File: config.mk
export PLATFORM = sky130hd
export DESIGN_NAME = dhtm_mult
export DESIGN_NICKNAME = d
export VERILOG_FILES = /design/src/dhtm_pkg.sv /design/src/dhtm_mult.sv
export SDC_FILE = /design/constraint.sdc
export NUM_CORES = 2
export LEC_CHECK = 0
export ABC_AREA = 1
export ABC_CLOCK_PERIOD_IN_PS = 20300
export BUFFER_PORTS_ARGS = -buffer_cell sky130_fd_sc_hd__buf_2
export CELL_PAD_IN_SITES_DETAIL_PLACEMENT = 1
export CELL_PAD_IN_SITES_GLOBAL_PLACEMENT = 1
export CORE_UTILIZATION = 35
export CTS_CLUSTER_DIAMETER = 40
export DETAILED_ROUTE_END_ITERATION = 7
export PLACE_DENSITY = 0.72
export SYNTH_ARGS = -nofsm -noshare
export SYNTH_HDL_FRONTEND = slang
export SYNTH_SLANG_ARGS = --single-unit
export TNS_END_PERCENT = 5
File: constraint.sdc
create_clock -name clk_i -period 20.3 [get_ports clk_i]
set_input_delay 3.045 -clock clk_i [delete_from_list [all_inputs] [get_ports clk_i]]
set_output_delay 3.045 -clock clk_i [all_outputs]
set_load 0.1 [all_outputs]
File: src/dhtm_pkg.sv
// Shared constants and types for the DH transform pipeline.
package dhtm_pkg;

  // Widths of the CORDIC datapath
  localparam int ZW = 34;                 // residual angle, Q30 with headroom
  localparam int XW = 32;                 // x/y vector components, Q30

  // Q30 constants
  localparam logic signed [ZW-1:0] HalfPiQ30 = 34'sd1686629713;
  localparam logic signed [ZW-1:0] PiQ30     = 34'sd3373259426;
  localparam logic signed [XW-1:0] GainQ30   = 32'sd652032874;

  // Saturation limits
  localparam logic signed [15:0] TrigMax = 16'sd16384;
  localparam logic signed [15:0] TrigMin = -16'sd16384;
  localparam logic signed [15:0] LenMax  = 16'sd32767;
  localparam logic signed [15:0] LenMin  = -16'sd32768;

  // Largest number of rotation steps the pipeline builds
  localparam int MaxIter = 24;

  // atan(2^-i) in Q30, truncated
  localparam logic [31:0] AtanQ30 [MaxIter] = '{
    32'h3243F6A8, 32'h1DAC6705, 32'h0FADBAFC, 32'h07F56EA6, 32'h03FEAB76, 32'h01FFD55B,
    32'h00FFFAAA, 32'h007FFF55, 32'h003FFFEA, 32'h001FFFFD, 32'h000FFFFF, 32'h0007FFFF,
    32'h0003FFFF, 32'h0001FFFF, 32'h0000FFFF, 32'h00007FFF, 32'h00003FFF, 32'h00001FFF,
    32'h00000FFF, 32'h000007FF, 32'h000003FF, 32'h000001FF, 32'h000000FF, 32'h0000007F
  };

  typedef logic signed [15:0] word_t;

endpackage

File: src/dhtm_mult.sv
// Product stage and output register: trig and length products, rounded and saturated.
module dhtm_mult import dhtm_pkg::*; (
  input  logic       clk_i,
  input  logic [1:0] en_i,
  input  word_t      sin_t_i,
  input  word_t      cos_t_i,
  input  word_t      sin_a_i,
  input  word_t      cos_a_i,
  input  word_t      len_i,
  output word_t      r00_o,
  output word_t      r01_o,
  output word_t      r02_o,
  output word_t      p0_o,
  output word_t      r10_o,
  output word_t      r11_o,
  output word_t      r12_o,
  output word_t      p1_o,
  output word_t      r21_o,
  output word_t      r22_o
);

  // Round half up by 2^14, clamp to the Q1.14 trig range
  function automatic word_t sat_trig(input logic signed [31:0] p);
    logic signed [31:0] r;
    r = (p + 32'sd8192) >>> 14;
    if (r > 32'sd16384) begin
      return TrigMax;
    end else if (r < -32'sd16384) begin
      return TrigMin;
    end
    return r[15:0];
  endfunction

  // Round half up by 2^14, saturate to Q4.12
  function automatic word_t sat_len(input logic signed [31:0] p);
    logic signed [31:0] r;
    r = (p + 32'sd8192) >>> 14;
    if (r > 32'sd32767) begin
      return LenMax;
    end else if (r < -32'sd32768) begin
      return LenMin;
    end
    return r[15:0];
  endfunction

  logic signed [31:0] st_ca_q, st_sa_q, ct_ca_q, ct_sa_q, a_ct_q, a_st_q;
  word_t              st_q, ct_q, sa_q, ca_q;

  // Multiply stage
  always_ff @(posedge clk_i) begin
    if (en_i[0]) begin
      st_ca_q <= sin_t_i * cos_a_i;
      st_sa_q <= sin_t_i * sin_a_i;
      ct_ca_q <= cos_t_i * cos_a_i;
      ct_sa_q <= cos_t_i * sin_a_i;
      a_ct_q  <= len_i * cos_t_i;
      a_st_q  <= len_i * sin_t_i;
      st_q    <= sin_t_i;
      ct_q    <= cos_t_i;
      sa_q    <= sin_a_i;
      ca_q    <= cos_a_i;
    end
  end

  word_t r01_d, r02_d, p0_d, r11_d, r12_d, p1_d;

  // Rounding, saturation, sign
  always_comb begin
    r01_d = -sat_trig(st_ca_q);
    r02_d = sat_trig(st_sa_q);
    p0_d  = sat_len(a_ct_q);
    r11_d = sat_trig(ct_ca_q);
    r12_d = -sat_trig(ct_sa_q);
    p1_d  = sat_len(a_st_q);
  end

  // Output register
  always_ff @(posedge clk_i) begin
    if (en_i[1]) begin
      r00_o <= ct_q;
      r01_o <= r01_d;
      r02_o <= r02_d;
      p0_o  <= p0_d;
      r10_o <= st_q;
      r11_o <= r11_d;
      r12_o <= r12_d;
      p1_o  <= p1_d;
      r21_o <= sa_q;
      r22_o <= ca_q;
    end
  end

endmodule

== Word-level counts from Yosys, hierarchy flattened ==
Cells that the tools add are included.

* $add $sub $neg: 8
* $mul: 6
* $lt $le $gt $ge: 12
* Mux-type cells: 30

{| class="wikitable"
|+ Operators with widths
! cell !! number
|-
| 2-to-1 mux 16 bit || 18
|-
| adder 32 x 15 -> 32 bit, second input constant || 6
|-
| multiplier 16 x 16 -> 32 bit || 6
|-
| > comparator 18 x 16 -> 1 bit, second input constant || 6
|-
| < comparator 18 x 15 -> 1 bit, second input constant || 4
|-
| < comparator 18 x 16 -> 1 bit, second input constant || 2
|-
| negation 16 bit || 2
|-
| 2-to-1 mux 1 bit || 12
|}

* Bits in registers: 416
* Output and inout port bits: 160
* Logic and storage cells: 76

== Longest topological paths before layout ==
* Depth after elaboration: 6
* Depth in mapped cells: 29
* Mapped depth without buffers: 27

== Worst setup path before layout ==
Ideal clock, no wire load.

* Kind: input port to flip-flop
* Start point: input cos_t_i[15]
* End point: register ct_ca_q[30], data pin
* Data arrival time: 8580 ps
* Data required time: 20041 ps
* Path slack: 11461 ps
* Stages on the path: 22
* Path buffers: 2
* Cells stage by stage: clkbuf_1 > clkbuf_1 > nand2_1 > inv_1 > fa_1 > fa_1 > inv_1 > fa_1 > fa_1 > fa_1 > fa_1 > inv_1 > ha_1 > nand2_1 > nor4_1 > nand2_1 > o211ai_1 > nand3_1 > nand2_1 > nand4_1 > nand2_1 > xor2_1

* Cells in the longest elaborated chain, start to end: 1

{| class="wikitable"
|+ RTL lines
! item !! line !! RTL
|-
| start: declaration || dhtm_mult.sv:6 || <nowiki>input word_t cos_t_i,</nowiki>
|-
| multiplier 16 x 16 -> 32 bit || dhtm_mult.sv:54 || <nowiki>ct_ca_q <= cos_t_i * cos_a_i;</nowiki>
|-
| end signal: assignment || dhtm_mult.sv:54 ||
|-
| end: declaration || dhtm_mult.sv:46 || <nowiki>logic signed [31:0] st_ca_q, st_sa_q, ct_ca_q, ct_sa_q, a_ct_q, a_st_q;</nowiki>
|}

No other way between the ends.
A chain may end at the register's enable or synchronous reset.

== Worst setup path after layout ==
* Start point: input sin_t_i[1]
* End point: register a_st_q[23], data pin

* Cells in the longest elaborated chain, start to end: 1

{| class="wikitable"
|+ RTL lines
! item !! line !! RTL
|-
| start: declaration || dhtm_mult.sv:5 || <nowiki>input word_t sin_t_i,</nowiki>
|-
| multiplier 16 x 16 -> 32 bit || dhtm_mult.sv:57 || <nowiki>a_st_q <= len_i * sin_t_i;</nowiki>
|-
| end signal: assignment || dhtm_mult.sv:57 ||
|-
| end: declaration || dhtm_mult.sv:46 ||
|}

No other way between the ends.

==> reports/qor.yml <==
setup_path:
  crit_arrival_ns: 9.36
  worst-path-max-fanout: 31
  cp-start-kind: "primary input"
  criticalPathCategory: "in2reg"
  critPathCaptureType: "flip-flop"
  cp.required_ns: 20.74
cts:
  root_buffer: "clkbuf_16"
  cts_sinks: 338
  clk_latency_ns: 0.74
  postCtsSetupBuffers: 0
  ctsHoldBuffers: 0
  cts_buffers: 71
  ctsResizeCount: 0
  cts_tree: "done"
  h-tree-depth: 3
  cts.reportedPaths.clkPinSlew_ns: 0.05
  cts_buffer_depth: 3
floorplanning:
  die_area_mm2: 0.212
  rows: 168
  boundaryPins: 243
  start_util_pct: 35.2
  core_area_mm2: 0.209
  die_h_um: 461
  die_x_um: 461
finish:
  nets: 10782
  drive_above_1_share_pct: 5.90
  fillers: 25006
  post-route-util_pct: 38.3
  area_growth_pct: 8.70
synthesis:
  postSynth.asyncResetShare_pct: 0
  synth.most_common_cell: "inv_1"
  syn_area_per_cell_um2: 8.59
  synth_seq_cells: 338
  synth_top_flop_cell: "edfxtp_1"
  synth_top_area_share_pct: 42.5
  syn-cell-area_mm2: 0.0737
  synth.area.top_cells: "fa_1 43%, edfxtp_1 14%, inv_1 13%"
  synthTopCellsByCount: "2,638 x inv_1, 1,936 x nand2_1, 1,566 x fa_1"
  ys_warn_count: 0
  seq_area_frac_synth_pct: 13.8
  synth.largest_area_cell: "fa_1"
  synth_fp_nets: 10715
  synth.distinct_cells: 61
  synth_cells: 8584
  synth_edf_count: 338
detailed_routing:
  drt_iter0_markers: 2630
  drc_errors: 0
  ant_nets: 0
  totalWireLength_um: 214000
  first_pass_iters: 5
  via_count: 54971
  routedWlPerCell_um: 18.6
  vias_per_cell: 4.77
global_route:
  antenna_found_initial: 12
  grt_pass1_wl_um: 347000
  grt_remaining_overflow: 0
  grt_usage_pct: 20.9
  grt_pass1_vias: 63759
  grt_max_degree: 75
worst_hold_path:
  hold_class: "reg2reg"
placed_design:
  portBuffers: 242
  place_congestion: 0.877
  place.detailed.hpwl_um: 166000
sta:
  slew_headroom_pct: 27.9
  timing.hold.ws_ns: 0.395
  setup_viol: 0
  setup_tns_ns: 0
  fin_crit_ns: 8.93
  drv_slew: 0
  rsz0062_at_grt: "false"
  finClkSkew_ns: 0.0513
  fmax_mhz: 112
  worstMarginPinSlew_ns: 1.08
  fin_crit_sh_pct: 44.0
  finalHoldViolations: 0
status:
  outcome: "finished clean"
run:
  cap_violations: 0
## through the flow
stage                     cell area [µm²]  setup slack [ns]  std cells
after global routing                80100             11.00      11512
final                               80100             11.37      11513
after floorplan                     73700             11.46       8584
after detailed placement            77700             10.66      11383
after CTS                           80100             11.40      11511
after global placement              77700             10.77      11383
## flip-flops by register name (all words and copies together), names as in the netlist, 19 cells and up
register and count:
a_ct_q 19, a_st_q 19, ct_ca_q 19, ct_sa_q 19, st_ca_q 19, st_sa_q 19
## placed cells by master, fill, tap and decap left out, drive strengths merged, types with 9 or more instances in the layout
cell / count
nand4: 59
nor4: 10
o41ai: 9
o31ai: 9
o21a: 27
edfxtp: 338
buf: 304
clkinv: 31
o21ai: 159
or2: 9
xnor2: 98
nand2: 1953
a31oi: 15
clkbuf: 78
inv: 2662
nand3: 91
fa: 1566
nor2: 325
xor2: 158
o211ai: 12
ha: 482
nor3: 39
o21bai: 14
a21oi: 208
## final timing paths
| check | to | slack, ns | depth (start not counted) | startpoint |
|---|---|---|---|---|
| worst max-delay path | a_st_q[23] | 11.37 | 21 | sin_t_i[1] |
| worst min register to register | r00_o[13] | 0.39 | 0 | ct_q[13] |
| worst min-delay path | r00_o[13] | 0.39 | 0 | ct_q[13] |
| worst max register to register | r12_o[8] | 17.07 | 19 | ct_sa_q[13] |
## worst max-delay path, stage by stage
cell and delay, ns:
buf_2 0.38, buf_4 0.49, nand2_1 0.18, fa_1 0.56
fa_1 0.54, fa_1 0.45, fa_1 0.50, inv_1 0.06
fa_1 0.53, inv_1 0.05, fa_1 0.50, inv_1 0.06
ha_1 0.33, nand4_1 0.18, inv_1 0.11, nand4_1 0.07
o211ai_1 0.34, a21oi_1 0.24, o21ai_0 0.41, a21oi_1 0.15
xnor2_1 0.15
## metal layers
metal,wire length [µm],vias to the layer above,share of wire (%),GRT usage [%]
met5,92,-,0.043,0
met3,8950,320,4.2,2.68
met1,89300,28831,42,26.1
met4,6600,14,3.1,6.76
met2,109000,1087,51,37.1
li1,-,24719,-,-
## logic make-up after synthesis
group / synth area share, %
adder cells (fa/ha/maj): 50.7
AO/OA/AOI/OAI: 3.73
AND/OR/NAND/NOR: 13.6
XOR/XNOR: 3.05
flip-flops: 13.8
buffers and inverters: 15.2
## area by class of cell
| cell class | instances | area, µm² | share of cell area, % |
|---|---|---|---|
| inverters | 2651 | 9950 | 12.4 |
| clock inverters | 52 | 596 | 0.743 |
| flip-flops and latches | 338 | 10100 | 12.7 |
| clock buffers | 76 | 1820 | 2.27 |
| repair buffers | 306 | 1710 | 2.13 |
| well taps | 2805 | 3510 | 4.38 |
| diodes | 2 | 5.00 | 0.00624 |
| multi-input cells | 5283 | 52400 | 65.4 |
Power is not shown: default switching activity piles up to over one toggle a cycle in this logic, so the estimate is an artifact.
